## config.mk

```make
export PLATFORM = sky130hd
export DESIGN_NAME = nkc_fifo
export DESIGN_NICKNAME = d
export VERILOG_FILES = /design/src/sv/nkc_fifo.sv
export SDC_FILE = /design/constraint.sdc
export NUM_CORES = 1
export LEC_CHECK = 0
export ABC_CLOCK_PERIOD_IN_PS = 2250
export BUFFER_PORTS_ARGS = -buffer_cell sky130_fd_sc_hd__buf_2
export CAP_MARGIN = 20
export CELL_PAD_IN_SITES_DETAIL_PLACEMENT = 0
export CELL_PAD_IN_SITES_GLOBAL_PLACEMENT = 1
export CORE_MARGIN = 3
export CORE_UTILIZATION = 40
export CTS_BUF_LIST = sky130_fd_sc_hd__clkbuf_4
export DETAILED_ROUTE_END_ITERATION = 8
export PLACE_DENSITY_LB_ADDON = 0.25
export SETUP_SLACK_MARGIN = 0.5
export SYNTH_ARGS = -nofsm -noshare
export SYNTH_HDL_FRONTEND = slang
export SYNTH_SLANG_ARGS = --single-unit
export TNS_END_PERCENT = 30
```

## constraint.sdc

```tcl
create_clock -name clk -period 2.25 [get_ports clk]
set_input_delay 0.45 -clock clk [delete_from_list [all_inputs] [get_ports clk]]
set_output_delay 0.45 -clock clk [all_outputs]
set_load 0.03 [all_outputs]
```

## src/sv/nkc_fifo.sv

```systemverilog
`timescale 1ns / 1ps
`default_nettype none
// ----------------------------------------------------------------------------
// nkc_fifo: small register-based first-in first-out queue
// Power-of-two depth, combinational head read, occupancy count.
// ----------------------------------------------------------------------------
module nkc_fifo #(
  parameter int W  = 8,
  parameter int AW = 1
) (
  input  wire logic         clk,
  input  wire logic         rst_n,
  input  wire logic         wr_en,
  input  wire logic [W-1:0] wr_data,
  input  wire logic         rd_en,
  output logic      [W-1:0] rd_data,
  output logic              full,
  output logic              empty,
  output logic      [AW:0]  count
);

  localparam int DEPTH = 2 ** AW;

  logic [W-1:0]  mem_r [DEPTH];
  logic [AW-1:0] wr_ptr_r, wr_ptr_nxt;
  logic [AW-1:0] rd_ptr_r, rd_ptr_nxt;
  logic [AW:0]   count_r, count_nxt;

  assign rd_data = mem_r[rd_ptr_r];
  assign full    = (count_r == (AW+1)'(DEPTH));
  assign empty   = (count_r == '0);
  assign count   = count_r;

  always_comb begin
    wr_ptr_nxt = wr_ptr_r + (AW)'(wr_en);
    rd_ptr_nxt = rd_ptr_r + (AW)'(rd_en);
    count_nxt  = count_r + (AW+1)'(wr_en) - (AW+1)'(rd_en);
  end

  always_ff @(posedge clk) begin
    if (!rst_n) begin
      wr_ptr_r <= '0;
      rd_ptr_r <= '0;
      count_r  <= '0;
    end else begin
      wr_ptr_r <= wr_ptr_nxt;
      rd_ptr_r <= rd_ptr_nxt;
      count_r  <= count_nxt;
    end
  end

  always_ff @(posedge clk) begin
    if (wr_en) begin
      mem_r[wr_ptr_r] <= wr_data;
    end
  end

endmodule
`default_nettype wire

```

==> summary.md, run 1 <==
| Metric | Value |
|---|---|
| Core area | `1820 µm²` |
| Diode count | `0` |
| Vias in the first global route | `424` |
| Die W | `51.0 µm` |
| Finished Layout Cells | `97` |
| Antenna-violating nets left | `0` |
| Slew Limit Headroom | `0.745` |
| Post-DR wirelength/cell | `11.5 µm` |
| Std-Cell Rows | `15` |
| Hold Crit Class | `input pin to register` |
| Sequential cell area | `584 µm²` |
| Layout Nets | `89` |
| Area taken by multi-input logic gates | `213 µm²` |
| Most frequent cells in the layout | `buf_2, edfxtp_1, mux2_2, ha_1, dfxtp_1` |
| # port buffers | `23` |
| Post-Route WL | `1.11 mm` |
| Worst Hold Depth | `1` |
| CTS tree | `yes` |
| Post-Syn Nets | `62` |
| Crit share post-route | `0.752` |
| First-pass GRT wire length | `1.75 mm` |
| Setup TNS | `0 ns` |
| Root buffer cell | `clkbuf_4` |
| Library cells used by synthesis | `11` |
| Flops & latches, synth | `21` |
| Grt ovf | `0` |
| Fin. max-slew vios | `0` |
| All-Layer GR Usage | `0.0924` |
| Boundary Pins | `24` |
| Final Hold Viols | `0` |
| Pin slew with the least headroom to its limit | `0.382 ns` |
| Final setup violating endpoints | `0` |
| Critical Path Fanout Max | `8` |
| H-tree depth | `1` |
| Buffer depth of the longest clock path | `2` |
| Setup Crit Path Kind | `register to output pin` |
| Mean Syn Cell Area | `17.6 µm²` |
| Hold_buf cts | `0` |
| Number of post-CTS setup repair buffers | `0` |
| Drt drc | `0` |
| HPWL after DPL | `845 µm` |
| Pin count of the biggest net entering global routing | `13` |
| Arr. time, crit path | `1.24 ns` |
| Vias per cell | `4.45` |
| Tmin final | `1.69 ns` |
| Worst R2R Path Depth | `6` |
| Leading cell type in the layout, fill and taps excluded | `buf_2` |
| Status | `completed` |
| Clock Latency Late Sink | `0.29 ns` |
| Number of max-cap violations | `0` |
| Crit end category | `output pin` |
| Final hold slack | `0.334 ns` |
| Sequential-to-total area share from yosys stat | `0.717` |
| Worst r2r src | `count[0]` |
| Vias | `432` |
| Max Freq | `0.591 GHz` |
| Starting density of the core | `0.445` |
| First-pass detailed-route iteration total | `2` |
| GPL Wtd Cong | `0.640` |
| Cell Area, Synth | `810 µm²` |
| Share of layout cells above drive strength 1 | `0.500` |
| Worst R2R Setup Slack | `0.80 ns` |
| Dpl cells | `93` |
| # fillers | `150` |
| Total CTS buffers | `3` |
| Initial DRC count | `4` |
| Die ar. | `2600 µm²` |
| Startpoint types | `register` |
| # resized after CTS | `2` |
| Initial antenna violation count | `0` |
| Worst Skew | `0.0133 ns` |
| Fin area | `982 µm²` |
| Layout Area Growth over Synthesis | `21.3%` |
| Hold path start | `wr_data[3]` |
| LEAKAGE | `0.409 nW` |
| RSZ-0062 raised after global routing | `no` |
| Die height | `51.0 µm` |
| PwrDens | `843 nW/µm²` |
| Gate Count Post-Synth | `46` |
| Ys Warns | `0` |
| Max rail drop VDD | `0.000379 V` |
| CP required | `1.80 ns` |
| Worst-path clk slew | `0.12 ns` |
| Hold EP | `mem_r[0][3]` |
| Area after DPL | `951 µm²` |
| Worst r2r dst | `count[1]` |
| Clock Sinks | `21` |
[worst max path at each step]
stage | start | to | cells past startpoint
final | register | rd_data[4] | 2
after global routing | register | rd_data[4] | 2
after CTS | register | rd_data[4] | 2
after detailed placement | rd_en | count[1] | 6
after global placement | rd_en | count[1] | 6
after floorplan | count[0] | count[1] | 6
[state kept, by name, indices dropped and copies added, names as in the netlist, named ones only]
name      count
count         2
wr_ptr_r      1
mem_r        16
rd_ptr_r      1
[cells in the mapped netlist (all sizes together)]
library cell,count,area [µm²]
edfxtp,16,480
mux2,8,90.1
dfxtp,5,100
ha,4,50.1
and2,3,18.8
inv,3,11.3
nor2b,3,18.8
buf,1,5.00
nor2,1,3.75
xnor3,1,22.5
xor2,1,8.76
[layout make-up]
type / count / area share
clock buffer: 3 / 0.0229
clock inverter: 1 / 0.00510
timing repair buffer: 23 / 0.117
inverter: 3 / 0.0115
sequential: 21 / 0.595
multi-input combinational: 21 / 0.217
tap: 25 / 0.0318
[through the flow]
| stage | utilization | worst slack, ns | power, W |
|---|---|---|---|
| 6_report | 0.540 | 0.559 | 0.000828 |
| 5_1_grt | 0.540 | 0.505 | 0.000868 |
| 4_1_cts | 0.540 | 0.530 | 0.000840 |
| 3_5_place_dp | 0.522 | 0.646 | 0.000670 |
| 3_3_place_gp | 0.522 | 0.698 | 0.000666 |
| 2_1_floorplan | - | 0.700 | 0.000614 |
[critical path: stages (launching register included)]
cell and delay [ns]:
dfxtp_4 0.42, mux2_2 0.35, buf_2 0.18
[power breakdown]
group          total, W  switching [W]  internal [W]
sequential     0.000469      0.0000189      0.000450
clock          0.000169       0.000103     0.0000660
combinational  0.000190       0.000113     0.0000765
[per-layer routing]
metal | GRT usage | wire length (µm) | vias up
met5 | 0 | 0 | -
met4 | 0.0269 | 0 | 0
met3 | 0.0350 | 73 | 0
met2 | 0.170 | 565 | 13
met1 | 0.0968 | 472 | 204
li1 | - | - | 215
[cells by family after synthesis]
kind of cell	count (synthesis)	synth area share
xor+xnor	2	0.0386
fa+ha+maj	4	0.0618
buf+inv	4	0.0201
simple gates	7	0.0510
flops	21	0.717
mux	8	0.111
(Power assumes the default switching activity.)
==> run 2: changes to the inputs <==
--- a/config.mk
+++ b/config.mk
@@ -5,13 +5,13 @@
 export SDC_FILE = /design/constraint.sdc
 export NUM_CORES = 1
 export LEC_CHECK = 0
-export ABC_CLOCK_PERIOD_IN_PS = 2250
+export ABC_CLOCK_PERIOD_IN_PS = 1350
 export BUFFER_PORTS_ARGS = -buffer_cell sky130_fd_sc_hd__buf_2
 export CAP_MARGIN = 20
 export CELL_PAD_IN_SITES_DETAIL_PLACEMENT = 0
 export CELL_PAD_IN_SITES_GLOBAL_PLACEMENT = 1
 export CORE_MARGIN = 3
-export CORE_UTILIZATION = 40
+export CORE_UTILIZATION = 38
 export CTS_BUF_LIST = sky130_fd_sc_hd__clkbuf_4
 export DETAILED_ROUTE_END_ITERATION = 8
 export PLACE_DENSITY_LB_ADDON = 0.25
==> constraint.sdc (replaced) <==
create_clock -name clk -period 1.35 [get_ports clk]
set_input_delay 0.27 -clock clk [delete_from_list [all_inputs] [get_ports clk]]
set_output_delay 0.27 -clock clk [all_outputs]
set_load 0.03 [all_outputs]
==> run 2 against run 1 <==
  * The flow now finishes with violations (negative setup slack)
  * Routed wire length is 11% higher
  * Setup slack lost 0.69 ns
  * Die area grew 4.6%
  * Largest cell class unchanged
  * Clock power increased by 70%
  * Largest power group unchanged
==> summary.md, run 2 (synthesis gave the netlist of run 1 again) <==
| Metric | Value |
|---|---|
| Status | `finished, violations left` |
| Failing checks | `negative setup slack` |
| Std-Cell Rows | `16` |
| Setup Crit Path Kind | `register to output pin` |
| All-Layer GR Usage | `0.0987` |
| Core Util, Final | `0.599` |
| PnR worst setup slack | `-0.132 ns` |
| Crit share post-route | `1.10` |
| Most flop-heavy register | `mem_r` |
| Leading cell type in the layout, fill and taps excluded | `edfxtp_1` |
| Tmin final | `1.48 ns` |
| Boundary Pins | `24` |
| Die ar. | `2720 µm²` |
| Clock Sinks | `21` |
| Pin slew with the least headroom to its limit | `0.156 ns` |
| Vias in the first global route | `468` |
| Fin. max-slew vios | `0` |
| Core area | `1980 µm²` |
| Post-Route WL | `1.23 mm` |
| H-tree depth | `1` |
| Max FFs per register | `16` |
| Startpoint types | `register` |
| Initial antenna violation count | `0` |
| Number of max-cap violations | `0` |
| Area taken by multi-input logic gates | `310 µm²` |
| Worst-path clk slew | `0.11 ns` |
| CTS tree | `yes` |
| Pin count of the biggest net entering global routing | `13` |
| CP required | `1.08 ns` |
| # fillers | `155` |
| Post-DR wirelength/cell | `12.2 µm` |
| Starting density of the core | `0.408` |
| Finished Layout Cells | `101` |
| Critical Path Fanout Max | `8` |
| Root buffer cell | `clkbuf_4` |
| Max Freq | `0.675 GHz` |
| Worst R2R Path Depth | `6` |
| Arr. time, crit path | `1.21 ns` |
| Setup TNS | `-0.987 ns` |
| Layout Nets | `91` |
| Sequential cell area | `593 µm²` |
| Antenna-violating nets left | `0` |
| Die height | `52.2 µm` |
| Drt drc | `0` |
| Buffer depth of the longest clock path | `2` |
| Clock Latency Late Sink | `0.29 ns` |
| Max rail drop VDD | `0.000697 V` |
| Worst Hold Depth | `1` |
| Die W | `52.2 µm` |
| Hold Crit Class | `input pin to register` |
| Grt ovf | `0` |
| Slew Limit Headroom | `0.896` |
| First-pass detailed-route iteration total | `2` |
| PwrDens | `1340 nW/µm²` |
| Total CTS buffers | `3` |
| # port buffers | `23` |
| First-pass GRT wire length | `1.93 mm` |
| Final setup violating endpoints | `8` |
| Final hold slack | `0.157 ns` |
| GPL Wtd Cong | `0.653` |
| Initial DRC count | `5` |
| Vias per cell | `4.39` |
| Layout Area Growth over Synthesis | `46.7%` |
| Vias | `443` |
| Final Hold Viols | `0` |
| Final Power | `0.00159 W` |
| Crit end category | `output pin` |
| Dpl cells | `95` |
| RSZ-0062 raised after global routing | `yes` |
| Most frequent cells in the layout | `edfxtp_1, buf_6, buf_2, mux2_4, ha_4` |
| Worst Skew | `0.00173 ns` |
| LEAKAGE | `0.480 nW` |
| Diode count | `0` |
| Share of layout cells above drive strength 1 | `0.689` |
run 2: path summary, 6_finish.rpt:
kind,slack [ns],start,end
setup / recovery,-0.13,register,rd_data[2]
hold / removal,0.16,wr_data[7],mem_r[1][7]
setup reg to reg,0.12,count[0],count[1]
hold reg to reg,0.58,wr_ptr_r,wr_ptr_r
run 2: report_power, final:
part | total (W) | internal, W | switching [W]
logic | 0.000494 | 0.000271 | 0.000223
registers | 0.000809 | 0.000758 | 0.0000509
clock network | 0.000287 | 0.000110 | 0.000176
run 2: stage by stage:
step / setup slack (ns) / instance area [µm²]
global placement: 0.103 / 1000
floorplan: 0.148 / 867
finish: -0.132 / 1190
CTS: -0.146 / 1160
global route: -0.190 / 1190
detailed placement: 0.0941 / 1000
run 2: per-layer routing:
| metal | wire length [µm] | global-route usage |
|---|---|---|
| met3 | 55 | 0.0258 |
| met1 | 491 | 0.115 |
| met4 | 0 | 0.0383 |
| met2 | 687 | 0.172 |
| met5 | 0 | 0 |
run 2: layout make-up:
| class | count | area share |
|---|---|---|
| clock inverter | 1 | 0.00421 |
| timing repair buffer | 25 | 0.176 |
| sequential | 21 | 0.499 |
| multi-input combinational | 21 | 0.261 |
| clock buffer | 3 | 0.0190 |
| tap | 27 | 0.0285 |
| inverter | 3 | 0.0116 |
run 2: repair_timing:
action                                  4_1_cts  5_1_grt
gates resized for setup                      36        6
pin swaps                                     4        4
buffers inserted                              1        1
endpoints found under the setup margin       30       30
hold buffers                                  0        0
run 2: critical path, stage by stage, from the launching register on:
cell	delay [ns]
dfxtp_4	0.45
mux2_4	0.32
buf_6	0.14
==> run 3: changes to the inputs <==
--- a/config.mk
+++ b/config.mk
@@ -5,6 +5,7 @@
 export SDC_FILE = /design/constraint.sdc
 export NUM_CORES = 1
 export LEC_CHECK = 0
+export ABC_AREA = 1
 export ABC_CLOCK_PERIOD_IN_PS = 1350
 export BUFFER_PORTS_ARGS = -buffer_cell sky130_fd_sc_hd__buf_2
 export CAP_MARGIN = 20
==> run 3 against run 2 <==
  * The run still ends with negative setup slack left
  * Cell area decreased by 0.74%
  * Critical endpoint is now rd_data[1]
  * Setup slack improved by 0.0034 ns
  * Largest cell class unchanged
  * Maximum frequency increased by 0.23%
==> summary.md, run 3 <==
| Metric | Value |
|---|---|
| Sequential-to-total area share from yosys stat | `0.687` |
| Clock Sinks | `21` |
| Crit path cell chain | `mux2_4 -> buf_6` |
| Top cells by area, synth | `edfxtp_1, mux2_4, dfxtp_1` |
| Grt ovf | `0` |
| Hold_buf cts | `0` |
| Layout Nets | `97` |
| Most flop-heavy register | `mem_r` |
| Dpl cells | `103` |
| Critical Path Fanout Max | `8` |
| Mean Syn Cell Area | `15.6 µm²` |
| Max rail drop VDD | `0.000730 V` |
| Status | `finished, violations left` |
| Pin slew with the least headroom to its limit | `0.189 ns` |
| Tmin final | `1.48 ns` |
| Initial DRC count | `3` |
| Crit share post-route | `1.09` |
| LEAKAGE | `0.480 nW` |
| Buffer depth of the longest clock path | `2` |
| Hold Crit Class | `input pin to register` |
| Most common cell in the netlist | `edfxtp_1` |
| Share of layout cells above drive strength 1 | `0.638` |
| CP Buf/Inv Count | `1` |
| DP Worst Slack | `0.0930 ns` |
| Layout Area Growth over Synthesis | `39.6%` |
| Core area | `2040 µm²` |
| Final setup violating endpoints | `8` |
| Die W | `53.1 µm` |
| Drt drc | `0` |
| Flops & latches, synth | `21` |
| All-Layer GR Usage | `0.107` |
| Max Freq | `0.677 GHz` |
| Most frequent cells in the layout | `edfxtp_1, buf_6, buf_2, mux2_4` |
| Post-synth EDFFs | `16` |
| Failing checks | `negative setup slack` |
| Initial antenna violation count | `0` |
| CTS tree | `yes` |
| Ys flop type | `edfxtp_1` |
| RSZ-0062 raised after global routing | `yes` |
| Root buffer cell | `clkbuf_4` |
| Post-Syn Nets | `70` |
| Cell family with the largest share of critical-path delay | `flip-flops` |
| Starting density of the core | `0.414` |
| PnR worst setup slack | `-0.128 ns` |
| Finished Layout Cells | `107` |
| First-pass GRT wire length | `2.01 mm` |
| Commonest cells post-synth | `edfxtp_1, mux2_4, inv_1` |
| Startpoint types | `register` |
| CP required | `1.08 ns` |
| Ys Warns | `0` |
| First-pass detailed-route iteration total | `2` |
| Die ar. | `2820 µm²` |
| Slowest stage delay, CP | `0.45 ns` |
| Final Hold Viols | `0` |
| Pin count of the biggest net entering global routing | `13` |
| H-tree depth | `1` |
| Antenna-violating nets left | `0` |
| Library cells used by synthesis | `11` |
| Post-DR wirelength/cell | `11.4 µm` |
| Crit end category | `output pin` |
| Clock Latency Late Sink | `0.29 ns` |
| Vias | `468` |
| Setup Crit Path Kind | `register to output pin` |
| Slew Limit Headroom | `0.873` |
| Cell Area, Synth | `845 µm²` |
| Boundary Pins | `24` |
| Slowest CP cell | `dfxtp_4` |
| Worst-path clk slew | `0.11 ns` |
| Number of max-cap violations | `0` |
| Worst Skew | `0.00290 ns` |
| Cell taking the most area after synthesis | `edfxtp_1` |
| Fin. max-slew vios | `0` |
| Std-Cell Rows | `16` |
| Vias per cell | `4.37` |
| Arr. time, crit path | `1.21 ns` |
| Leading cell type in the layout, fill and taps excluded | `edfxtp_1` |
| Post-synth ARST share | `0` |
| Max FFs per register | `16` |
| Vias in the first global route | `454` |
| Die height | `53.1 µm` |
| GPL Wtd Cong | `0.656` |
| # port buffers | `23` |
| Post-Route WL | `1.22 mm` |
| PwrDens | `1260 nW/µm²` |
| Yosys top cell area share | `0.569` |
| HPWL after DPL | `890 µm` |
| Diode count | `0` |
| Gate Count Post-Synth | `54` |
| Total CTS buffers | `3` |
[run 3: worst reg2reg max path, cell delays in order, from the launching register on]
cell and delay, ns:
dfxtp_4 0.42, inv_4 0.04, ha_4 0.26, inv_4 0.03, ha_4 0.15, nand3_2 0.06
nand2_1 0.05, nor2_1 0.07
[run 3: timing repair]
item                       in CTS  in global routing
setup endpoints to repair      30                 30
pin swaps                       5                  4
gates resized for setup        38                  2
setup buffers                   0                  0
[run 3: layout make-up]
type	instances	area, µm²
fill	187	863
sequential	21	593
multi-input combinational	25	300
timing repair buffer	23	190
inverter	7	33.8
tap	27	33.8
clock buffer	3	22.5
clock inverter	1	5.00
[run 3: per-layer routing]
metal  track usage  up-vias  wire length, µm
met4        0.0894        0               13
met2         0.161       11              661
met3        0.0225        2               69
met5             0        -                0
li1              -      236                -
met1         0.129      219              477
[run 3: metrics by stage]
| step | utilization | TNS (ns) | instance area (µm²) | power (W) | hold WS [ns] |
|---|---|---|---|---|---|
| after detailed placement | 0.501 | 0 | 1020 | 0.00112 | 0.463 |
| after floorplan | - | 0 | 886 | 0.00104 | 0.367 |
| final | 0.577 | -0.964 | 1180 | 0.00149 | 0.154 |
| after CTS | 0.575 | -1.19 | 1170 | 0.00151 | 0.139 |
| after global placement | 0.501 | 0 | 1020 | 0.00111 | 0.458 |
| after global routing | 0.577 | -1.43 | 1180 | 0.00158 | 0.126 |
[run 3: logic make-up after synthesis]
group,count (synthesis),synth area share
buffers and inverters,8,0.0444
and+or+nand+nor,11,0.0504
xor gates and xnor gates,1,0.0104
AOI/OAI and AO/OA,1,0.00592
muxes,8,0.142
adders and majority gates,4,0.0593
DFF,21,0.687
[run 3: worst paths after layout]
check	start	endpoint	slack (ns)	cells after the start
hold / removal	wr_data[2]	mem_r[0][2]	0.15	1
setup reg to reg	count[0]	count[1]	0.21	7
setup / recovery	register	rd_data[1]	-0.13	2
hold reg to reg	rd_ptr_r	rd_ptr_r	0.53	2
[run 3: report_power, final]
group | total (W) | switching [W] | leakage, nW | internal (W)
clock | 0.000286 | 0.000176 | 0.0177 | 0.000110
combinational | 0.000405 | 0.000203 | 0.268 | 0.000202
sequential | 0.000798 | 0.0000467 | 0.194 | 0.000751
total | 0.00149 | 0.000425 | 0.480 | 0.00106
