$ cat config.mk
export PLATFORM = sky130hd
export DESIGN_NAME = nkc_front
export DESIGN_NICKNAME = d
export VERILOG_FILES = /design/src/sv/nkc_pkg.sv /design/src/sv/nkc_front.sv
export SDC_FILE = /design/constraint.sdc
export NUM_CORES = 1
export LEC_CHECK = 0
export ABC_AREA = 1
export BUFFER_PORTS_ARGS = -buffer_cell sky130_fd_sc_hd__buf_2
export CORE_MARGIN = 1
export CORE_UTILIZATION = 50
export DETAILED_ROUTE_END_ITERATION = 10
export PLACE_DENSITY_LB_ADDON = 0.12
export SYNTH_ARGS = -nofsm -noshare
export SYNTH_HDL_FRONTEND = slang
export SYNTH_SLANG_ARGS = --single-unit
$ cat constraint.sdc
create_clock -name clk -period 2 [get_ports clk]
set_input_delay 0.6 -clock clk [delete_from_list [all_inputs] [get_ports clk]]
set_output_delay 0.6 -clock clk [all_outputs]
set_load 0.02 [all_outputs]
$ cat src/sv/nkc_pkg.sv
`timescale 1ns / 1ps
`default_nettype none
// ----------------------------------------------------------------------------
// nkc_pkg: shared types and constants of the nucleotide k-mer counter
// Holds the channel payloads, the command passed from front to back, and the
// operation, index and character codes.
// ----------------------------------------------------------------------------
package nkc_pkg;

  localparam int VALUE_W = 48;
  localparam logic [VALUE_W-1:0] VALUE_MAX = '1;

  // operation codes of an input item
  localparam logic [1:0] OP_BASE = 2'd0;
  localparam logic [1:0] OP_END  = 2'd1;
  localparam logic [1:0] OP_READ = 2'd2;

  // result kinds
  localparam logic KIND_LEN  = 1'b0;
  localparam logic KIND_READ = 1'b1;

  // counter index map
  localparam logic [6:0] IDX_DI_BASE  = 7'd4;
  localparam logic [6:0] IDX_TRI_BASE = 7'd20;
  localparam logic [6:0] IDX_TRI_END  = 7'd84;
  localparam logic [6:0] IDX_SEG      = 7'd84;
  localparam logic [6:0] IDX_BASES    = 7'd85;

  localparam logic [7:0] CHAR_N_UPPER = 8'h4e;
  localparam logic [7:0] CHAR_N_LOWER = 8'h6e;

  typedef enum logic [2:0] {
    SEL_NONE,
    SEL_MONO,
    SEL_DI,
    SEL_TRI,
    SEL_SEG,
    SEL_BASES,
    SEL_ZERO
  } rd_sel_t;

  typedef struct packed {
    logic [1:0] operation;
    logic [7:0] base_char;
    logic [6:0] counter_index;
  } in_t;

  typedef struct packed {
    logic               result_kind;
    logic [VALUE_W-1:0] result_value;
  } out_t;

  typedef struct packed {
    logic               mono_inc;
    logic               di_inc;
    logic               tri_inc;
    logic [1:0]         mono_addr;
    logic [3:0]         di_addr;
    logic [5:0]         tri_addr;
    logic               seg_close;
    logic [VALUE_W-1:0] seg_len;
    rd_sel_t            rd_sel;
  } cmd_t;

endpackage
`default_nettype wire

$ cat src/sv/nkc_front.sv
`timescale 1ns / 1ps
`default_nettype none
// ----------------------------------------------------------------------------
// nkc_front: item classifier
// Tracks sequence position, the last two bases and the open segment length,
// and turns accepted items into counter commands for the back end.
// ----------------------------------------------------------------------------
module nkc_front
  import nkc_pkg::*;
#(
  parameter int LW = 32
) (
  input  wire logic clk,
  input  wire logic rst_n,
  input  wire logic cfg_wr_en,
  input  wire logic cfg_wr_data,
  input  wire logic accept,
  input  wire in_t  item,
  output logic      cmd_push,
  output cmd_t      cmd
);

  logic          split_r, split_nxt;
  logic [1:0]    phase_r, phase_nxt;
  logic [3:0]    last2_r, last2_nxt;
  logic [LW-1:0] run_r, run_nxt;

  logic [1:0] code;
  logic [5:0] mer;
  logic       is_n;
  logic [6:0] di_off;
  logic [6:0] tri_off;

  always_comb begin
    code    = item.base_char[2:1];
    mer     = {last2_r, code};
    is_n    = (item.base_char == CHAR_N_UPPER) || (item.base_char == CHAR_N_LOWER);
    di_off  = item.counter_index - IDX_DI_BASE;
    tri_off = item.counter_index - IDX_TRI_BASE;

    split_nxt = cfg_wr_en ? cfg_wr_data : split_r;
    phase_nxt = phase_r;
    last2_nxt = last2_r;
    run_nxt   = run_r;

    cmd        = '0;
    cmd.rd_sel = SEL_NONE;
    cmd_push   = 1'b0;

    if (accept) begin
      unique case (item.operation)
        OP_BASE: begin
          cmd_push      = 1'b1;
          cmd.mono_inc  = 1'b1;
          cmd.mono_addr = code;
          cmd.di_inc    = (phase_r >= 2'd1);
          cmd.di_addr   = mer[3:0];
          cmd.tri_inc   = (phase_r >= 2'd2);
          cmd.tri_addr  = mer;
          if (phase_r < 2'd2) begin
            phase_nxt = phase_r + 2'd1;
          end
          last2_nxt = mer[3:0];
          if (split_r && is_n) begin
            // an N closes a non-empty segment and is not part of it
            if (run_r != '0) begin
              cmd.seg_close = 1'b1;
              cmd.seg_len   = VALUE_W'(run_r);
              run_nxt       = '0;
            end
          end else if (run_r != '1) begin
            run_nxt = run_r + 1'b1;
          end
        end
        OP_END: begin
          phase_nxt = 2'd0;
          if (!split_r || (run_r != '0)) begin
            cmd_push      = 1'b1;
            cmd.seg_close = 1'b1;
            cmd.seg_len   = VALUE_W'(run_r);
            run_nxt       = '0;
          end
        end
        OP_READ: begin
          cmd_push      = 1'b1;
          cmd.mono_addr = item.counter_index[1:0];
          cmd.di_addr   = di_off[3:0];
          cmd.tri_addr  = tri_off[5:0];
          if (item.counter_index < IDX_DI_BASE) begin
            cmd.rd_sel = SEL_MONO;
          end else if (item.counter_index < IDX_TRI_BASE) begin
            cmd.rd_sel = SEL_DI;
          end else if (item.counter_index < IDX_TRI_END) begin
            cmd.rd_sel = SEL_TRI;
          end else if (item.counter_index == IDX_SEG) begin
            cmd.rd_sel = SEL_SEG;
          end else if (item.counter_index == IDX_BASES) begin
            cmd.rd_sel = SEL_BASES;
          end else begin
            cmd.rd_sel = SEL_ZERO;
          end
        end
        default: begin
          // unused operation code: drop
        end
      endcase
    end
  end

  always_ff @(posedge clk) begin
    if (!rst_n) begin
      split_r <= 1'b0;
      phase_r <= '0;
      last2_r <= '0;
      run_r   <= '0;
    end else begin
      split_r <= split_nxt;
      phase_r <= phase_nxt;
      last2_r <= last2_nxt;
      run_r   <= run_nxt;
    end
  end

endmodule
`default_nettype wire

==> out/metrics.csv, run 1 <==
stage,metric,value,unit
run_status,status,did not finish,
run_status,lastStage,global routing,
run_status,stop_error,[ERROR GRT-0232] Routing congestion too high. Check the congestion heatmap in the GUI.,
yosys,synth.top_cell.area_share,0.208,
timing,crit_endpoint,cmd[20],
floorplanning,fp-row-count,31,
yosys,ys_ff_latch,39,
yosys,yosysTopAreaCell,dfxtp_1,
timing,worstEndpointType,output port,
yosys,netlist_instances,657,
clock_tree,root_buffer,clkbuf_8,
yosys,synth_cell_types,37,
grt,grt.overflow.total,33,
yosys,synthArstFlopShare,0,
clock_tree,ctsHtreeMaxLevel,2,
grt,grt_max_degree,29,
clock_tree,numCtsBuffers,5,
floorplanning,initial_core_util,0.518,
yosys,synth.avg_cell_area,5.72,µm²
clock_tree,cts_sinks,39,
placed_design,gp_congestion,0.990,
yosys,synth_area,3760,µm²
floorplanning,io_pins,90,
grt,grt_usage,0.736,
placed_design,port_buffers,72,
floorplanning,fp.dieH,88.7,µm
yosys,synth_edf_count,0,
clock_tree,clock_path_buffers,2,
yosys,ys.flop_type,dfxtp_1,
yosys,ys.warnings.count,0,
floorplanning,dieWidth,88.7,µm
placed_design,dp_hpwl,10800,µm
clock_tree,holdBufCountCts,0,
yosys,seq_area_frac_synth,0.208,
yosys,synthTopCellsByArea,"dfxtp_1 21%, nand2_1 15%, nand3_1 13%",
cells in the mapped netlist, types with 2 or more instances:
master and number:
a211oi_1 2, a21oi_1 28, a21oi_2 2, buf_2 13, buf_4 22, buf_6 3
clkbuf_1 9, clkinv_1 2, dfxtp_1 39, ha_1 6, inv_1 60, inv_2 2
nand2_1 152, nand2_2 5, nand3_1 94, nand3_2 14, nand4_1 4, nor2_1 124
nor2_2 7, nor2_4 5, nor3_1 37, o21ai_0 10, xor2_1 3
kinds of logic after synthesis:
| group | after synthesis | share of synthesized area |
|---|---|---|
| and+or+nand+nor | 449 | 0.548 |
| buffers and inverters | 113 | 0.149 |
| AOI/OAI and AO/OA | 46 | 0.0672 |
| DFF | 39 | 0.208 |
| adders and majority gates | 6 | 0.0200 |
| xor gates and xnor gates | 3 | 0.00699 |
| other | 1 | 0.000997 |
per-stage QoR:
step	utilization	setup slack [ps]	hold WS [ps]	instances	instance area, µm²
floorplan	-	-238	441	672	4400
global placement	0.740	-454	449	907	5370
detailed placement	0.740	-553	474	907	5370
CTS	0.854	-570	499	929	6190
what timing repair did:
action,4_1_cts
setup buffers,14
pin swaps,30
endpoints found under the hold margin,0
setup endpoints to repair,67
gates resized for setup,176
gates cloned,1
layer usage:
layer  track usage  overflow
met1         0.726         0
met2         0.910        18
met4         0.796        14
met3         0.574         1
met5        0.0844         0
==> run 2, diff against run 1 <==
- CORE_UTILIZATION: 50 -> 40
- PLACE_DENSITY_LB_ADDON: 0.12 -> 0.15
- clock period: 2 -> 2.6 ns (I/O delays scaled with it)
==> run 2 against run 1 <==
  * Synthesized cell count did not move
  * The flow now finishes, with violations (negative setup slack)
  * Area after synthesis did not move
==> out/metrics.csv, run 2 <==
stage,metric,value,unit
worst_setup_path,endpoint_kind,output port,
pwr,p_clk_frac,0.287,
worst_setup_path,required,1820,ps
clock_tree,clkSlewWorstSetupHoldPaths,100,ps
layout,area_delta_synth_final,58.6,%
pwr,leakage,0.00277,µW
yosys,ys.flop_type,dfxtp_1,
placed_design,dpl.cell_count,871,
routing,dr.first_iter.drc_count,346,
routing,wl,15100,µm
yosys,synth_area,3760,µm²
floorplanning,die_area,9790,µm²
clock_tree,cts_sinks,39,
timing,fin_crit_sh,1.11,
pwr,switching_share,0.368,
timing,max_freq,348,MHz
worst_setup_path,crit_path_max_incr_delay,180,ps
clock_tree,clock_latency,310,ps
yosys,synthTopCellsByArea,"dfxtp_1 21%, nand2_1 15%, nand3_1 13%",
floorplanning,fp.dieH,99.0,µm
layout,diodes,0,
clock_tree,root_buffer,clkbuf_8,
placed_design,port_buffers,72,
yosys,seq_area_frac_synth,0.208,
worst_setup_path,worstSetupPathType,in -> out,
clock_tree,numCtsBuffers,5,
grt,grt.overflow.total,0,
timing,fin_skew,11.3,ps
yosys,synth_cell_types,37,
pwr,finalPower,1730,µW
timing,maxSlewViolCount,0,
layout,drive_gt1_frac,0.396,
timing,fin_ws,-276,ps
pwr,ir_drop,0.197,mV
run_status,violations,negative setup slack,
routing,first_pass_iters,7,
routing,vias,4967,
worst_setup_path,cp_cell_sequence,buf_6 > nor3_4 > nand2_2 > nor2_2 > o21ai_2 > nand2_2 > nand2_4 > buf_12 > buf_16 > nor3_4 > buf_6,
yosys,synth.avg_cell_area,5.72,µm²
worst_setup_path,crit_family,simple AND/OR/NAND/NOR gates,
clock_tree,cts_tree,yes,
yosys,synth_commonest_cells,"152 x nand2_1, 124 x nor2_1, 94 x nand3_1",
yosys,yosysTopAreaCell,dfxtp_1,
floorplanning,dieWidth,99.0,µm
timing,rsz0062_at_grt,true,
worst_setup_path,start_kind,primary input,
floorplanning,initial_core_util,0.411,
timing,final-hold-violation-count,0,
floorplanning,core_area,9150,µm²
grt,first_global_vias,4675,
clock_tree,holdBufCountCts,0,
layout,final_common_cell,nand2_1,
grt,grt_max_degree,27,
worst_setup_path,cp_max_fo,5,
yosys,synth_edf_count,0,
placed_design,gp_congestion,0.983,
layout,largest_reg_flops,32,
clock_tree,ctsHtreeMaxLevel,2,
yosys,synth.top_cell.area_share,0.208,
pwr,p_per_area,291,nW/µm²
pwr,p_sw,637,µW
layout,largest_register,run_r,
pwr,pwr-share-seq,0.363,
layout,fin_cells,909,
timing,fin_tns_setup,-6500,ps
pwr,intPower,1100,µW
layout,layout_common_cells,"140 x nand2_1, 104 x nor2_1, 89 x nand3_1",
run_status,status,finished with violations,
routing,drt-wirelength-per-cell,16.6,µm
grt,grt_pass1_wl,22600,µm
timing,fin_crit,2880,ps
routing,vias_per_cell,5.46,
timing,setup-violations-final,38,
placed_design,dp_hpwl,9940,µm
floorplanning,io_pins,90,
grt,antenna_found_initial,0,
pwr,share_comb_of_total_power,0.349,
worst_setup_path,rrSetupSlack,190,ps
min_path,hold_class,reg -> reg,
yosys,ys_ff_latch,39,
worst_setup_path,crit_arrival,2100,ps
grt,grt_usage,0.293,
job,cap_violations,0,
worst_setup_path,crit_buf_inv,4,
floorplanning,fp-row-count,35,
worst_setup_path,slowest_stage,nor3_4,
yosys,netlist_instances,657,
routing,drc_errors,0,
yosys,synth_most_common_cell,nand2_1,
timing,worst_pin_slew,545,ps
yosys,ys.warnings.count,0,
layout,fin_nets,825,
clock_tree,clock_path_buffers,2,
layout,top_regs,"run_r (32), last2_r (4), phase_r (2)",
timing,slew_headroom,0.637,
routing,final_antenna_net_count,0,
timing,holdWs,487,ps
yosys,synthArstFlopShare,0,
[run 2: cell counts after synthesis]
Identical to the previous run, type by type.
[run 2: path summary, 6_finish.rpt]
check,start,endpoint,cells after the start
setup / recovery,item[7],cmd[5],11
hold / removal,last2_r[2],last2_r[2],2
setup reg to reg,split_r,run_r[6],14
hold reg to reg,last2_r[2],last2_r[2],2
[run 2: logic make-up (layout without fill, tap and decap cells)]
kind of cell | Yosys count | count (layout) | synth area share
xor gates and xnor gates | 3 | 3 | 0.00699
adders and majority gates | 6 | 6 | 0.0200
DFF | 39 | 39 | 0.208
other | 1 | 16 | 0.000997
buffers and inverters | 113 | 238 | 0.149
and+or+nand+nor | 449 | 450 | 0.548
AOI/OAI and AO/OA | 46 | 46 | 0.0672
[run 2: timing repair]
item,in CTS,in global routing
buffers inserted,18,13
gates resized for setup,108,94
endpoints found under the setup margin,48,83
pin swaps,11,24
cloned,4,3
[run 2: area by class of cell]
cell class	instances	area (µm²)
clock buffer	8	100
fill	799	3190
inverter	64	254
multi-input combinational	521	3110
tap	111	139
sequential	39	795
timing repair buffer	166	1570
[run 2: power groups by stage]
stage	Sequential (µW)	Clock, µW	Combinational (µW)
after floorplan	649	0	314
after global placement	643	0	446
after detailed placement	643	0	453
after CTS	630	502	527
after global routing	632	527	644
final	630	498	605
[run 2: stage by stage]
step                instance area, µm²   util  setup WS, ps
floorplan                         4220      -         -63.3
global placement                  4920  0.538          -210
detailed placement                4920  0.538          -246
CTS                               5580  0.610          -303
global route                      5960  0.652          -333
finish                            5960  0.652          -276
[run 2: metal layers]
metal / GRT usage / up-vias / part of all wire
met2: 0.498 / 226 / 0.48
met4: 0.131 / 2 / 0.042
li1: - / 2370 / -
met5: 0.0410 / - / 0.0034
met1: 0.373 / 2319 / 0.40
met3: 0.0298 / 50 / 0.067
[run 2: worst min-delay path, delay by kind of cell, from the launching register on]
| kind | cells | cell delay [ps] |
|---|---|---|
| flops | 1 | 330 |
| simple gates | 1 | 60 |
| compound gates | 1 | 50 |
Note: power is estimated with default switching activity, not from simulation.
==> run 3, diff against run 2 <==
- GPL_TIMING_DRIVEN: not set -> 0
- PLACE_DENSITY: not set -> 0.65
- PLACE_DENSITY_LB_ADDON: 0.15 -> not set
==> run 3 against run 2 <==
  * The run still ends with negative setup slack left
  * Sequential cell count unchanged
  * Clock power up 9.6%
  * Register-to-register slack better by 140 ps
  * Hold slack worse by 7.7 ps
  * Non-clock buffer count down 23
  * Via count down 4.1%
  * Highest routed layer is now met4
==> out/metrics.csv, run 3 (synthesis gave the netlist of run 2 again) <==
stage,metric,value,unit
routing,final_antenna_net_count,0,
grt,grt_pass1_wl,22000,µm
clock_tree,cts_tree,yes,
min_path,hold_class,reg -> reg,
placed_design,dp_hpwl,10600,µm
layout,finalInstanceArea,5620,µm²
layout,final_common_cell,nand2_1,
routing,dr.first_iter.drc_count,245,
timing,maxSlewViolCount,0,
clock_tree,numCtsBuffers,5,
layout,area_delta_synth_final,49.4,%
timing,slew_headroom,0.633,
floorplanning,core_area,9150,µm²
layout,fin_nets,801,
pwr,leakage,0.00262,µW
worst_setup_path,cp_max_fo,5,
routing,drc_errors,0,
worst_setup_path,ff2ff_path_depth,12,
worst_setup_path,reg2reg_from,run_r[0],
run_status,status,finished with violations,
worst_setup_path,crit_family,simple AND/OR/NAND/NOR gates,
job,cap_violations,0,
pwr,finalPower,1720,µW
clock_tree,clock_path_buffers,2,
grt,grt_max_degree,14,
floorplanning,io_pins,90,
worst_setup_path,worstSetupPathType,in -> out,
worst_setup_path,slowest_stage,nor3_4,
routing,vias_per_cell,5.38,
timing,fin_crit_sh,1.12,
layout,diodes,0,
layout,largest_reg_flops,32,
worst_setup_path,crit_end,cmd[25],
worst_setup_path,crit_arrival,2120,ps
floorplanning,initial_core_util,0.411,
grt,antenna_found_initial,0,
timing,final-hold-violation-count,0,
timing,fin_skew,14.3,ps
layout,drive_gt1_frac,0.336,
layout,fin_util,0.614,
timing,setup-violations-final,34,
clock_tree,clock_latency,310,ps
timing,fin_crit,2900,ps
pwr,p_per_area,307,nW/µm²
worst_setup_path,start_kind,primary input,
clock_tree,ctsHtreeMaxLevel,2,
timing,fin_ws,-303,ps
worst_setup_path,crit_path_max_incr_delay,170,ps
worst_setup_path,endpoint_kind,output port,
run_status,violations,negative setup slack,
floorplanning,fp-row-count,35,
placed_design,place_area,4710,µm²
layout,layout.area.seq,787,µm²
layout,top_regs,"run_r (32), last2_r (4), phase_r (2)",
floorplanning,die_area,9790,µm²
worst_setup_path,path_depth,11,
layout,fill_cells,879,
routing,wl,13900,µm
grt,grt_usage,0.287,
clock_tree,cts_sinks,39,
timing,worst_pin_slew,550,ps
timing,rsz0062_at_grt,true,
pwr,ir_drop,0.225,mV
worst_setup_path,crit_buf_inv,4,
routing,drt-wirelength-per-cell,15.8,µm
worst_setup_path,rrSetupSlack,330,ps
layout,layout_common_cells,"146 x nand2_1, 114 x nor2_1, 92 x nand3_1",
grt,first_global_vias,4352,
worst_setup_path,timing.rr.end,run_r[17],
worst_setup_path,cp_cell_sequence,buf_6 > nor3_4 > nand2_2 > nor2_1 > o21ai_1 > nand2_1 > nand2_4 > buf_12 > buf_16 > nor3_4 > buf_6,
floorplanning,fp.dieH,99.0,µm
worst_setup_path,crit_start,item[7],
floorplanning,dieWidth,99.0,µm
timing,max_freq,345,MHz
worst_setup_path,required,1820,ps
grt,grt.overflow.total,0,
layout,largest_register,run_r,
placed_design,dp_slack,-655,ps
routing,vias,4761,
clock_tree,clkSlewWorstSetupHoldPaths,80,ps
clock_tree,root_buffer,clkbuf_8,
placed_design,gp_congestion,0.969,
routing,first_pass_iters,5,
placed_design,port_buffers,71,
layout,multiInputGateArea,3020,µm²
## run 3: cell count changes in the layout (fill, tap and decap cells not counted), sizes merged
cell      previous run  this run
buf                164       133
bufinv               0         1
clkbuf              10        15
clkinv               1         4
clkinvlp             1         0
nand3              110       109
## run 3: area by class of cell
cell class,instances,area share
clock inverters,3,0.00780
plain buffers,48,0.0742
multi-input cells,520,0.538
clock buffers,5,0.0123
well taps,111,0.0247
flip-flops and latches,39,0.140
repair buffers,95,0.158
inverters,64,0.0450
## run 3: per-layer routing
layer / vias to the layer above / share of wire / track usage
li1: 2313 / - / -
met1: 2242 / 0.43 / 0.365
met2: 178 / 0.49 / 0.505
met3: 28 / 0.059 / 0.0355
met4: 0 / 0.026 / 0.0873
met5: - / 0 / 0
## run 3: how the worst min path moves through the flow
stage / from / end / slack, ps / cells after the start
final: last2_r[0] / last2_r[0] / 480 / 2
after floorplan: last2_r[3] / last2_r[3] / 440 / 2
after global placement: last2_r[1] / last2_r[1] / 450 / 2
after CTS: last2_r[1] / last2_r[1] / 480 / 2
after global routing: last2_r[0] / last2_r[0] / 500 / 2
after detailed placement: last2_r[1] / last2_r[1] / 460 / 2
## run 3: what timing repair did
item | 4_1_cts | 5_1_grt
pin swaps | 9 | 15
hold buffers | 0 | 0
gates resized for setup | 126 | 39
hold endpoints to repair | 0 | 0
endpoints found under the setup margin | 48 | 41
gates cloned | 2 | 2
setup buffers | 15 | 6
## run 3: worst reg2reg max path: cells and delay by family (launching register included)
kind / cells / cell delay [ps]
simple gates: 8 / 1040
flops: 1 / 350
buf+inv: 2 / 350
fa+ha+maj: 1 / 330
compound gates: 1 / 70
## run 3: power by group
group	switching, µW	leakage (µW)	internal, µW
Clock	259	0.0000581	286
Sequential	24.5	0.000319	617
Combinational	327	0.00224	210
## run 3: through the flow
step                      TNS (ps)  hold WS [ps]  instances
after global routing        -10570           496        885
after floorplan              -1930           441        672
after detailed placement    -20940           462        854
after global placement      -19640           450        854
final                        -8180           479        885
after CTS                    -7850           478        879
==> run 4, diff against run 3 <==
- CORE_UTILIZATION: 40 -> 50
- CTS_CLUSTER_SIZE: not set -> 40
- PLACE_DENSITY: 0.65 -> 0.78
- TNS_END_PERCENT: not set -> 50
==> run 4 against run 3 <==
  * Critical endpoint is now cmd[34]
  * Final area rose by 0.62%
  * Global-route usage grew 8.2 points
  * Sequential share of layout area is essentially flat
  * The flow still finishes with violations (negative setup slack)
  * Power is 4.8% higher
  * Highest routed layer unchanged
  * Maximum frequency shrank 2.9%
  * Critical path depth unchanged
  * Combinational power is essentially flat
  * Sequential power up 0.8%
  * Via count increased by 5.3%
  * Largest cell class unchanged
  * First-iteration DRC count rose to 2.7 times the previous value
  * Sequential cell count is the same
==> out/metrics.csv, run 4 (synthesis gave the netlist of run 2 again) <==
stage,metric,value,unit
worst_setup_path,cp_max_fo,6,
worst_setup_path,rrSetupSlack,140,ps
pwr,ir_drop,0.240,mV
worst_setup_path,crit_family,buffers and inverters,
floorplanning,die_area,7870,µm²
grt,grt_usage,0.369,
routing,vias,5012,
placed_design,dp_hpwl,10200,µm
placed_design,gp_congestion,0.953,
layout,fin_nets,804,
timing,fin_tns_setup,-11540,ps
worst_setup_path,timing.rr.end,run_r[3],
run_status,violations,negative setup slack,
clock_tree,holdBufCountCts,0,
floorplanning,io_pins,90,
layout,fill_cells,548,
timing,worst_pin_slew,595,ps
worst_setup_path,start_kind,primary input,
grt,antenna_found_initial,0,
layout,area_delta_synth_final,50.3,%
min_path,hold_class,reg -> reg,
worst_setup_path,crit_end,cmd[34],
grt,grt_pass1_wl,22100,µm
worst_setup_path,crit_buf_inv,5,
timing,setup-violations-final,47,
clock_tree,ctsHtreeMaxLevel,2,
routing,drc_errors,0,
worst_setup_path,crit_arrival,2210,ps
layout,layout_common_cells,"146 x nand2_1, 111 x nor2_1, 91 x nand3_1",
timing,fin_crit_sh,1.15,
worst_setup_path,worstSetupPathType,in -> out,
timing,maxSlewViolCount,0,
floorplanning,dieWidth,88.7,µm
routing,vias_per_cell,5.72,
timing,fin_skew,13.2,ps
routing,final_antenna_net_count,0,
timing,rsz0062_at_grt,true,
worst_setup_path,endpoint_kind,output port,
worst_setup_path,path_depth,11,
grt,grt.overflow.total,0,
floorplanning,initial_core_util,0.518,
layout,drive_gt1_frac,0.349,
job,cap_violations,0,
clock_tree,root_buffer,clkbuf_8,
timing,fin_ws,-389,ps
layout,final_common_cell,nand2_1,
pwr,p_per_area,320,nW/µm²
worst_setup_path,crit_path_max_incr_delay,190,ps
timing,slew_headroom,0.603,
clock_tree,clkSlewWorstSetupHoldPaths,80,ps
clock_tree,numCtsBuffers,5,
clock_tree,clock_path_buffers,2,
floorplanning,fp-row-count,31,
clock_tree,cts_sinks,39,
routing,dr.first_iter.drc_count,668,
placed_design,port_buffers,71,
timing,max_freq,335,MHz
routing,drt-wirelength-per-cell,17.2,µm
clock_tree,cts_tree,yes,
timing,fin_crit,2990,ps
run_status,status,finished with violations,
routing,first_pass_iters,5,
layout,largest_reg_flops,32,
clock_tree,clock_latency,310,ps
floorplanning,core_area,7250,µm²
layout,top_regs,"run_r (32), last2_r (4), phase_r (2)",
worst_setup_path,ff2ff_path_depth,16,
routing,wl,15100,µm
layout,largest_register,run_r,
placed_design,dp_slack,-600,ps
layout,diodes,0,
worst_setup_path,required,1820,ps
worst_setup_path,reg2reg_from,split_r,
worst_setup_path,slowest_stage,nor3_4,
worst_setup_path,cp_cell_sequence,buf_2 > nor2_4 > inv_2 > nor2_2 > o21ai_2 > nand2_2 > nand2_4 > buf_12 > buf_16 > nor3_4 > buf_6,
grt,first_global_vias,4438,
grt,grt_max_degree,13,
pwr,leakage,0.00265,µW
floorplanning,fp.dieH,88.7,µm
timing,final-hold-violation-count,0,
worst_setup_path,crit_start,item[16],
-- run 4: cell count changes in the layout (fill, tap and decap cells not counted), moves of 2 or more --
cell     change
buf_2        +4
buf_6        -4
dfxtp_1      -4
dfxtp_2      +3
inv_1        -3
inv_2        +4
nor2_1       -3
nor2_2       +2
nor3_1       +3
nor3_2       -3
o21ai_1      -2
-- run 4: timing repair --
item | in CTS | in global routing
setup endpoints to repair | 48 | 83
pin swaps | 3 | 8
cloned | 2 | 3
gates resized for setup | 118 | 53
setup buffers | 14 | 12
-- run 4: worst register-to-register path: stages, from the launching register on --
cell and delay (ps):
dfxtp_1 390, inv_1 120, nor3_4 190, nand2_2 90, buf_4 140, buf_4 120, buf_4 120, buf_4 120
buf_4 120, buf_4 150, buf_12 130, nand3_4 80, nand3_4 170, nand2_1 250, nand2_1 70, nand2_1 60
nor2_1 40
-- run 4: how the worst min path moves through the flow --
stage	startpoint	end	slack, ps	cells past startpoint
floorplan	last2_r[3]	last2_r[3]	440	2
global placement	last2_r[1]	last2_r[1]	450	2
detailed placement	last2_r[0]	last2_r[0]	460	2
CTS	last2_r[0]	last2_r[0]	480	2
global route	last2_r[3]	last2_r[3]	510	2
finish	last2_r[0]	last2_r[0]	480	2
-- run 4: metrics by stage --
stage / power [µW] / hold slack, ps / instances / util / instance area (µm²)
2_1_floorplan: 962 / 441 / 672 / - / 4220
3_3_place_gp: 1060 / 450 / 842 / 0.647 / 4700
3_5_place_dp: 1070 / 464 / 842 / 0.647 / 4700
4_1_cts: 1730 / 478 / 866 / 0.740 / 5370
5_1_grt: 1860 / 506 / 876 / 0.779 / 5650
6_report: 1810 / 480 / 876 / 0.779 / 5650
-- run 4: where the power goes --
| part | leakage [µW] | switching [µW] | internal, µW |
|---|---|---|---|
| clock network | 0.0000654 | 239 | 384 |
| logic | 0.00226 | 331 | 208 |
| registers | 0.000321 | 29.3 | 617 |
-- run 4: layout make-up --
type                            instances  area (µm²)  area share
Buffer                                 47         439      0.0777
Clock buffer                            6        72.6      0.0128
Clock inverter                          2        60.1      0.0106
Inverter                               64         250      0.0443
Multi-Input combinational cell        520        3000       0.531
Sequential cell                        39         795       0.141
Tap cell                               99         124      0.0219
Timing Repair Buffer                   99         908       0.161
-- run 4: per-layer routing --
metal	global-route usage	vias up	share of wire
li1	-	2334	-
met1	0.463	2299	0.39
met2	0.632	326	0.49
met3	0.0550	53	0.084
met4	0.152	0	0.037
met5	0	-	0
